===== config.mk =====
export PLATFORM = sky130hd
export DESIGN_NAME = u16550_back
export DESIGN_NICKNAME = d
export VERILOG_FILES = /design/src/hw/rtl/u16550_pkg.sv /design/src/hw/rtl/u16550_back.sv
export SDC_FILE = /design/constraint.sdc
export NUM_CORES = 1
export LEC_CHECK = 0
export ABC_AREA = 1
export BUFFER_PORTS_ARGS = -buffer_cell sky130_fd_sc_hd__buf_2
export CAP_MARGIN = 30
export CELL_PAD_IN_SITES_DETAIL_PLACEMENT = 1
export CELL_PAD_IN_SITES_GLOBAL_PLACEMENT = 1
export CORE_MARGIN = 5
export CORE_UTILIZATION = 35
export CTS_CLUSTER_SIZE = 30
export DETAILED_ROUTE_END_ITERATION = 8
export GPL_TIMING_DRIVEN = 1
export PLACE_DENSITY = 0.69
export SETUP_SLACK_MARGIN = 0.15
export SLEW_MARGIN = 20
export SYNTH_ARGS = -nofsm -noshare
export SYNTH_HDL_FRONTEND = slang
export SYNTH_SLANG_ARGS = --single-unit

===== constraint.sdc =====
create_clock -name clk -period 3.51 [get_ports clk]
set_clock_uncertainty 0.1 [all_clocks]
set_input_delay 0 -clock clk [delete_from_list [all_inputs] [get_ports clk]]
set_output_delay 0 -clock clk [all_outputs]
set_load 0.005 [all_outputs]

===== src/hw/rtl/u16550_pkg.sv =====
// Shared types and constants for the 16550-style UART register file.
// No dependencies; every other RTL file of the block imports this package.
package u16550_pkg;

  // Input action codes
  localparam logic [1:0] ACT_READ   = 2'd0;
  localparam logic [1:0] ACT_WRITE  = 2'd1;
  localparam logic [1:0] ACT_ARRIVE = 2'd2;

  // Register offsets
  localparam logic [2:0] REG_DATA = 3'd0;  // RBR/THR, DLL when DLAB
  localparam logic [2:0] REG_IER  = 3'd1;  // IER, DLM when DLAB
  localparam logic [2:0] REG_IIR  = 3'd2;  // IIR on read, FCR on write
  localparam logic [2:0] REG_LCR  = 3'd3;
  localparam logic [2:0] REG_MCR  = 3'd4;
  localparam logic [2:0] REG_LSR  = 3'd5;  // LSR, prescaler when DLAB
  localparam logic [2:0] REG_MSR  = 3'd6;
  localparam logic [2:0] REG_SCR  = 3'd7;

  localparam logic [7:0] FCR_MASK      = 8'b1100_0111;
  localparam logic [7:0] LCR_RESET     = 8'h03;
  localparam logic [3:0] IIR_RX_AVAIL  = 4'b0100;
  localparam logic [3:0] IIR_THR_EMPTY = 4'b0010;
  localparam logic [3:0] IIR_NONE      = 4'b0001;
  localparam logic [1:0] IIR_FIFO_ON   = 2'b11;
  localparam logic [7:0] LSR_TX_IDLE   = 8'h60;
  localparam int         LCR_DLAB_BIT  = 7;

  // Operation class handed from the front to the back
  typedef enum logic [1:0] {
    OP_NOP,
    OP_READ,
    OP_WRITE,
    OP_PUSH
  } op_kind_t;

  typedef struct packed {
    logic [1:0] action;
    logic [2:0] reg_addr;
    logic [7:0] write_data;
    logic [7:0] rx_byte;
  } in_item_t;

  typedef struct packed {
    logic [7:0] read_data;
    logic       tx_valid;
    logic [7:0] tx_byte;
    logic       irq_pending;
    logic       rx_overflow;
  } out_item_t;

  typedef struct packed {
    op_kind_t   kind;
    logic [2:0] addr;
    logic [7:0] data;
  } op_entry_t;

endpackage


===== src/hw/rtl/u16550_back.sv =====
// Back end: register file, receive FIFO and result register.
// Depends on u16550_pkg; fed by u16550_front.
module u16550_back #(
  parameter int RX_FIFO_DEPTH = 16
) (
  input  logic                  clk,
  input  logic                  rst_n,
  input  logic                  q_valid,
  input  u16550_pkg::op_entry_t q_entry,
  output logic                  q_pop,
  output logic                  out_valid,
  input  logic                  out_stall,
  output u16550_pkg::out_item_t out_item
);
  import u16550_pkg::*;

  localparam int AW = (RX_FIFO_DEPTH > 1) ? $clog2(RX_FIFO_DEPTH) : 1;
  localparam int CW = $clog2(RX_FIFO_DEPTH + 1);

  logic [3:0]    ier_r, ier_nxt;
  logic [7:0]    fcr_r, fcr_nxt;
  logic [7:0]    lcr_r, lcr_nxt;
  logic [3:0]    mcr_r, mcr_nxt;
  logic [7:0]    scr_r, scr_nxt;
  logic [7:0]    dll_r, dll_nxt;
  logic [7:0]    dlm_r, dlm_nxt;
  logic [3:0]    psd_r, psd_nxt;
  logic          iir_seen_r, iir_seen_nxt;
  logic [AW-1:0] head_r, head_nxt;
  logic [AW-1:0] tail_r, tail_nxt;
  logic [CW-1:0] cnt_r, cnt_nxt;
  logic [7:0]    rx_mem [RX_FIFO_DEPTH];
  logic [7:0]    head_data_r;
  logic          out_valid_r;
  out_item_t     out_item_r;
  out_item_t     res;
  logic          fire, push, pop, dlab, rx_full, rx_ready;
  logic [7:0]    ident;

  function automatic logic [AW-1:0] ptr_inc(input logic [AW-1:0] p);
    return (p == AW'(RX_FIFO_DEPTH - 1)) ? '0 : p + AW'(1);
  endfunction

  assign fire     = q_valid && (!out_valid_r || !out_stall);
  assign q_pop    = fire;
  assign dlab     = lcr_r[LCR_DLAB_BIT];
  assign rx_ready = (cnt_r != '0);
  assign rx_full  = (cnt_r == CW'(RX_FIFO_DEPTH));

  always_comb begin
    ident = {(fcr_r[0] ? IIR_FIFO_ON : 2'b00), 2'b00, IIR_NONE};
    if (rx_ready && ier_r[0]) begin
      ident[3:0] = IIR_RX_AVAIL;
    end else if (ier_r[1] && !iir_seen_r) begin
      ident[3:0] = IIR_THR_EMPTY;
    end
  end

  always_comb begin
    ier_nxt      = ier_r;
    fcr_nxt      = fcr_r;
    lcr_nxt      = lcr_r;
    mcr_nxt      = mcr_r;
    scr_nxt      = scr_r;
    dll_nxt      = dll_r;
    dlm_nxt      = dlm_r;
    psd_nxt      = psd_r;
    iir_seen_nxt = iir_seen_r;
    push         = 1'b0;
    pop          = 1'b0;
    res          = '0;
    unique case (q_entry.kind)
      OP_READ: begin
        unique case (q_entry.addr)
          REG_DATA: begin
            if (dlab) begin
              res.read_data = dll_r;
            end else if (rx_ready) begin
              res.read_data = head_data_r;
              pop           = 1'b1;
            end
          end
          REG_IER:  res.read_data = dlab ? dlm_r : {4'b0, ier_r};
          REG_IIR: begin
            res.read_data = ident;
            iir_seen_nxt  = 1'b1;
          end
          REG_LCR:  res.read_data = lcr_r;
          REG_MCR:  res.read_data = {4'b0, mcr_r};
          REG_LSR:  res.read_data = dlab ? 8'h00 : (LSR_TX_IDLE | {7'b0, rx_ready});
          REG_MSR:  res.read_data = 8'h00;
          REG_SCR:  res.read_data = scr_r;
          default:  res.read_data = 8'h00;
        endcase
      end
      OP_WRITE: begin
        unique case (q_entry.addr)
          REG_DATA: begin
            if (dlab) begin
              dll_nxt = q_entry.data;
            end else begin
              iir_seen_nxt = 1'b0;
              res.tx_valid = 1'b1;
              res.tx_byte  = q_entry.data;
            end
          end
          REG_IER: begin
            if (dlab) dlm_nxt = q_entry.data;
            else      ier_nxt = q_entry.data[3:0];
          end
          REG_IIR:  fcr_nxt = q_entry.data & FCR_MASK;
          REG_LCR:  lcr_nxt = q_entry.data;
          REG_MCR:  mcr_nxt = q_entry.data[3:0];
          REG_LSR: begin
            if (dlab) psd_nxt = q_entry.data[3:0];
          end
          REG_MSR:  ;
          REG_SCR:  scr_nxt = q_entry.data;
          default:  ;
        endcase
      end
      OP_PUSH: begin
        if (rx_full) res.rx_overflow = 1'b1;
        else         push = 1'b1;
      end
      default: ;
    endcase

    head_nxt = pop  ? ptr_inc(head_r) : head_r;
    tail_nxt = push ? ptr_inc(tail_r) : tail_r;
    cnt_nxt  = cnt_r + CW'(push) - CW'(pop);
    // Interrupt state as it stands after this beat
    res.irq_pending = ((cnt_nxt != '0) && ier_nxt[0]) || (ier_nxt[1] && !iir_seen_nxt);
  end

  always_ff @(posedge clk) begin
    if (!rst_n) begin
      ier_r       <= '0;
      fcr_r       <= '0;
      lcr_r       <= LCR_RESET;
      mcr_r       <= '0;
      scr_r       <= '0;
      dll_r       <= '0;
      dlm_r       <= '0;
      psd_r       <= '0;
      iir_seen_r  <= 1'b1;
      head_r      <= '0;
      tail_r      <= '0;
      cnt_r       <= '0;
      out_valid_r <= 1'b0;
    end else begin
      if (fire) begin
        ier_r      <= ier_nxt;
        fcr_r      <= fcr_nxt;
        lcr_r      <= lcr_nxt;
        mcr_r      <= mcr_nxt;
        scr_r      <= scr_nxt;
        dll_r      <= dll_nxt;
        dlm_r      <= dlm_nxt;
        psd_r      <= psd_nxt;
        iir_seen_r <= iir_seen_nxt;
        head_r     <= head_nxt;
        tail_r     <= tail_nxt;
        cnt_r      <= cnt_nxt;
      end
      if (fire) out_valid_r <= 1'b1;
      else if (!out_stall) out_valid_r <= 1'b0;
    end
  end

  // Receive store: one write port, registered read of the entry at head.
  // Bypass a byte written into the slot that head points at.
  always_ff @(posedge clk) begin
    if (fire && push) begin
      rx_mem[tail_r] <= q_entry.data;
    end
    if (fire && push && (tail_r == head_nxt)) begin
      head_data_r <= q_entry.data;
    end else begin
      head_data_r <= rx_mem[fire ? head_nxt : head_r];
    end
  end

  always_ff @(posedge clk) begin
    if (fire) begin
      out_item_r <= res;
    end
  end

  assign out_valid = out_valid_r;
  assign out_item  = out_item_r;

`ifndef SYNTH
  a_cnt_bound: assert property (@(posedge clk) disable iff (!rst_n)
    cnt_r <= CW'(RX_FIFO_DEPTH))
    else $error("rx count above depth");
  a_push_count: assert property (@(posedge clk) disable iff (!rst_n)
    fire && push |=> cnt_r == $past(cnt_r) + CW'(1))
    else $error("rx count did not advance on push");
  a_fire_shows: assert property (@(posedge clk) disable iff (!rst_n)
    fire |=> out_valid_r)
    else $error("executed beat produced no result");
`endif

endmodule


==> Flow_metrics.wiki <==
{| class="wikitable"
! Metric !! Value
|-
| Total of fill cells in the finished design || 2982
|-
| Number of distinct library cells after synthesis || 38
|-
| Share of cells above drive strength 1 || 0.106
|-
| Largest net degree at the start of global routing || 65
|-
| Kind of end point of the critical path || flop
|-
| Crit path max fanout || 6
|-
| Cell count after placement || 1335
|-
| Via count of the first global-routing pass || approximately 7000
|-
| Number of cells produced by synthesis || between 900 and 1000
|-
| Flip-flop and latch count after synthesis || 207
|-
| Overall die area || 29900 um2
|-
| Count of yosys warnings during synthesis || 0
|-
| First-pass GRT wire length || around 40 mm
|-
| Worst-path cell chain || inv_1 -> ha_1 -> nand4_1 -> inv_1 -> nor2_4 -> ha_1 -> inv_1 -> ha_1 -> fa_1 -> nand3_1 -> nand2_1 -> xor2_1 -> nand3_1 -> nand2_1 -> nand2_1
|-
| Instance area at placement || between 9000 and 10000 um2
|-
| Total negative setup slack || 0 ps
|-
| Number of pins with negative max-slew slack in the final report || 0
|-
| Arrival time reported for the critical path endpoint || roughly 3200 ps
|-
| Overall fraction of global-route tracks in use || 0.166
|-
| Wirelength, routed || between 20 and 30 mm
|-
| Die width || approximately 170 um
|-
| Relative slew slack || 0.414
|-
| Type of the worst setup path || flop to flop
|-
| Least-Margin Pin Slew || between 800 and 900 ps
|-
| Number of vias after detailed routing || slightly below 7000
|-
| Maximum buffer depth of the clock tree || 3
|-
| Post-layout net count || about 1100
|-
| TritonCTS clock tree || done
|-
| # Max-Cap Violations || 0
|-
| Clock root buffer || clkbuf_16
|-
| Worst stage delay on the critical path || 400 ps
|-
| Global placer's final weighted congestion || around 0.80
|-
| Max Clock Freq || 333 MHz
|-
| Core area || roughly 26000 um2
|-
| Port Buffers || 37
|-
| Count of final setup violators || 0
|-
| Startpoint class of the critical path || flop
|-
| Number of antenna repair diodes || 0
|-
| CTS buffer count || 24
|-
| Post-Place Setup Slack || between 600 and 700 ps
|-
| Routed WL per cell || 18.1 um
|-
| Critical path's slowest cell || fa_1
|-
| Sequential area share after synthesis || 0.605
|-
| Worst hold path type || input port to flop
|-
| I/O Pins || 38
|-
| CTS clk-pin slew, worst paths || 60 ps
|-
| Initial core utilization || 0.356
|-
| Die height || ~170 um
|-
| Via density per instance || 4.85
|-
| Final non-filler cell total || 1398
|-
| Hold Worst Slack || just over 60 ps
|-
| Insertion delay of the later-clocked pin in the worst-skew pair || a little over 500 ps
|-
| Non-Filler Cell Area, Final || 10800 um2
|-
| Resized cells post-CTS || 0
|-
| Minimum clock period || approximately 3000 ps
|-
| Syn-to-layout area delta || 15.9%
|-
| RSZ-0062 raised after global routing || no
|-
| Count of H-tree levels built during CTS || 1
|-
| Cell depth of the worst flop-to-flop path || 15
|-
| Final setup margin || roughly 500 ps
|-
| Number of hold violations in the final report || 0
|-
| Synth Net Count || 1024
|-
| Portion of the clock cycle consumed by the worst path in the final layout || 0.857
|-
| Final ANT Viol Nets || 0
|-
| Crit path required time || 3670 ps
|-
| Detailed-router iteration count before antenna repair || 5
|-
| Clock sink total || about 210
|-
| Depth of the worst hold-timing path || 4
|-
| HPWL after detailed placement || 16.4 mm
|-
| Mean instance size in the synthesized netlist || about 9.3 um2
|-
| Drc violations || 0
|-
| FP Rows || 59
|-
| Static Leakage || approximately 4.5 nW
|-
| Total standard cell area after synthesis || 9280 um2
|-
| Worst vdd rail ir drop || about 0.41 mV
|-
| Run status || finished, final reports clean
|-
| Antenna violations before repair || 0
|-
| PD cells || just over 500 nW/um2
|-
| Number of design-rule violations left by the first detailed-router iteration || 363
|-
| Remaining global-route overflow || 0
|}
-- power breakdown --
group | switching (mW) | leakage (nW) | internal, mW
Clock | 1.00 | 0.378 | 1.52
Combinational | 0.244 | 2.30 | 0.102
Sequential | 0.0151 | 1.83 | 2.64
-- final timing paths --
| kind | start | to | slack [ps] |
|---|---|---|---|
| setup / recovery | cnt_r[2] | out_item[1] | 500 |
| hold / removal | q_entry[11] | out_item[0] | 60 |
| setup reg to reg | cnt_r[2] | out_item[1] | 500 |
| hold reg to reg | head_r[2] | flop | 370 |
-- layer usage --
metal | wire (um) | GRT usage | vias to the layer above
li1 | - | - | 3370
met1 | 12000 | 0.232 | 3279
met2 | 12100 | 0.280 | 107
met3 | 930 | 0.0227 | 22
met4 | 310 | 0.0288 | 0
met5 | 0 | 0 | -
-- stage by stage --
| stage | power, mW | util |
|---|---|---|
| final | 5.52 | 0.413 |
| after global routing | 5.74 | 0.413 |
| after CTS | 5.58 | 0.413 |
| after detailed placement | 3.04 | 0.375 |
| after global placement | 3.03 | 0.375 |
| after floorplan | 2.90 | - |
-- state kept, by name, indices dropped and copies added, names as in the netlist, named ones only --
signal      count
rx_mem        128
out_item       19
dll_r           8
dlm_r           8
lcr_r           8
scr_r           8
cnt_r           5
head_r          4
ier_r           4
mcr_r           4
tail_r          4
fcr_r           1
iir_seen_r      1
out_valid       1
-- cell usage after synthesis, drive strengths merged --
master   number  area [um2]
a211oi        9        77.6
a21oi        67         335
a311oi        1        8.76
and3          1        6.26
buf          25         155
clkbuf       14        52.6
clkinv        3        13.8
dfxtp        60        1200
edfxtp      147        4410
fa            1        20.0
ha           14         175
inv         154         578
nand2       248         948
nand3       120         616
nand4         5        31.3
nor2         56         250
nor3          8        67.6
nor3b         1        7.51
o2111ai       1        8.76
o211ai        1        7.51
o21ai        51         259
or2           1        6.26
xor2          4        35.0
-- layout make-up --
type | instances | area, um2 | area share
clock buffers | 33 | 686 | 0.0638
clock inverters | 11 | 116 | 0.0108
inverters | 157 | 592 | 0.0550
multi-input cells | 589 | 2860 | 0.266
flip-flops and latches | 207 | 5620 | 0.522
well taps | 335 | 419 | 0.0390
repair buffers | 66 | 463 | 0.0431
-- worst max-delay path: cells and delay by family, from the launching register on --
kind / cells / cell delay (ps)
fa+ha+maj: 4 / 1050
simple gates: 7 / 750
buf+inv: 3 / 320
flops: 1 / 310
xor+xnor: 1 / 210
-- kinds of logic (layout without fill, tap and decap cells) --
| family | count (synthesis) | after routing | synth area share |
|---|---|---|---|
| AOI/OAI and AO/OA | 130 | 130 | 0.0751 |
| xor gates and xnor gates | 4 | 4 | 0.00378 |
| adders and majority gates | 15 | 15 | 0.0210 |
| buffers and inverters | 196 | 267 | 0.0862 |
| DFF | 207 | 207 | 0.605 |
| and+or+nand+nor | 440 | 440 | 0.208 |
-- cell usage in the layout (no fill, tap or decap), drive strengths merged, types with 2 or more instances in the layout --
cell type,Yosys,layout
inv,154,154
a211oi,9,9
clkinvlp,0,5
dlygate4sd3,0,19
buf,25,47
dfxtp,60,60
a21oi,67,67
edfxtp,147,147
nand2,248,248
nor2,56,56
bufinv,0,2
clkinv,3,7
nand3,120,120
o21ai,51,51
xor2,4,4
nor3,8,8
clkbuf,14,33
nand4,5,5
ha,14,14
-- timing repair --
item,4_1_cts,5_1_grt
setup buffers,0,0
endpoints found under the hold margin,177,0
hold buffers,19,0
endpoints found under the setup margin,0,0
Note: power is estimated with default switching activity, not from simulation.
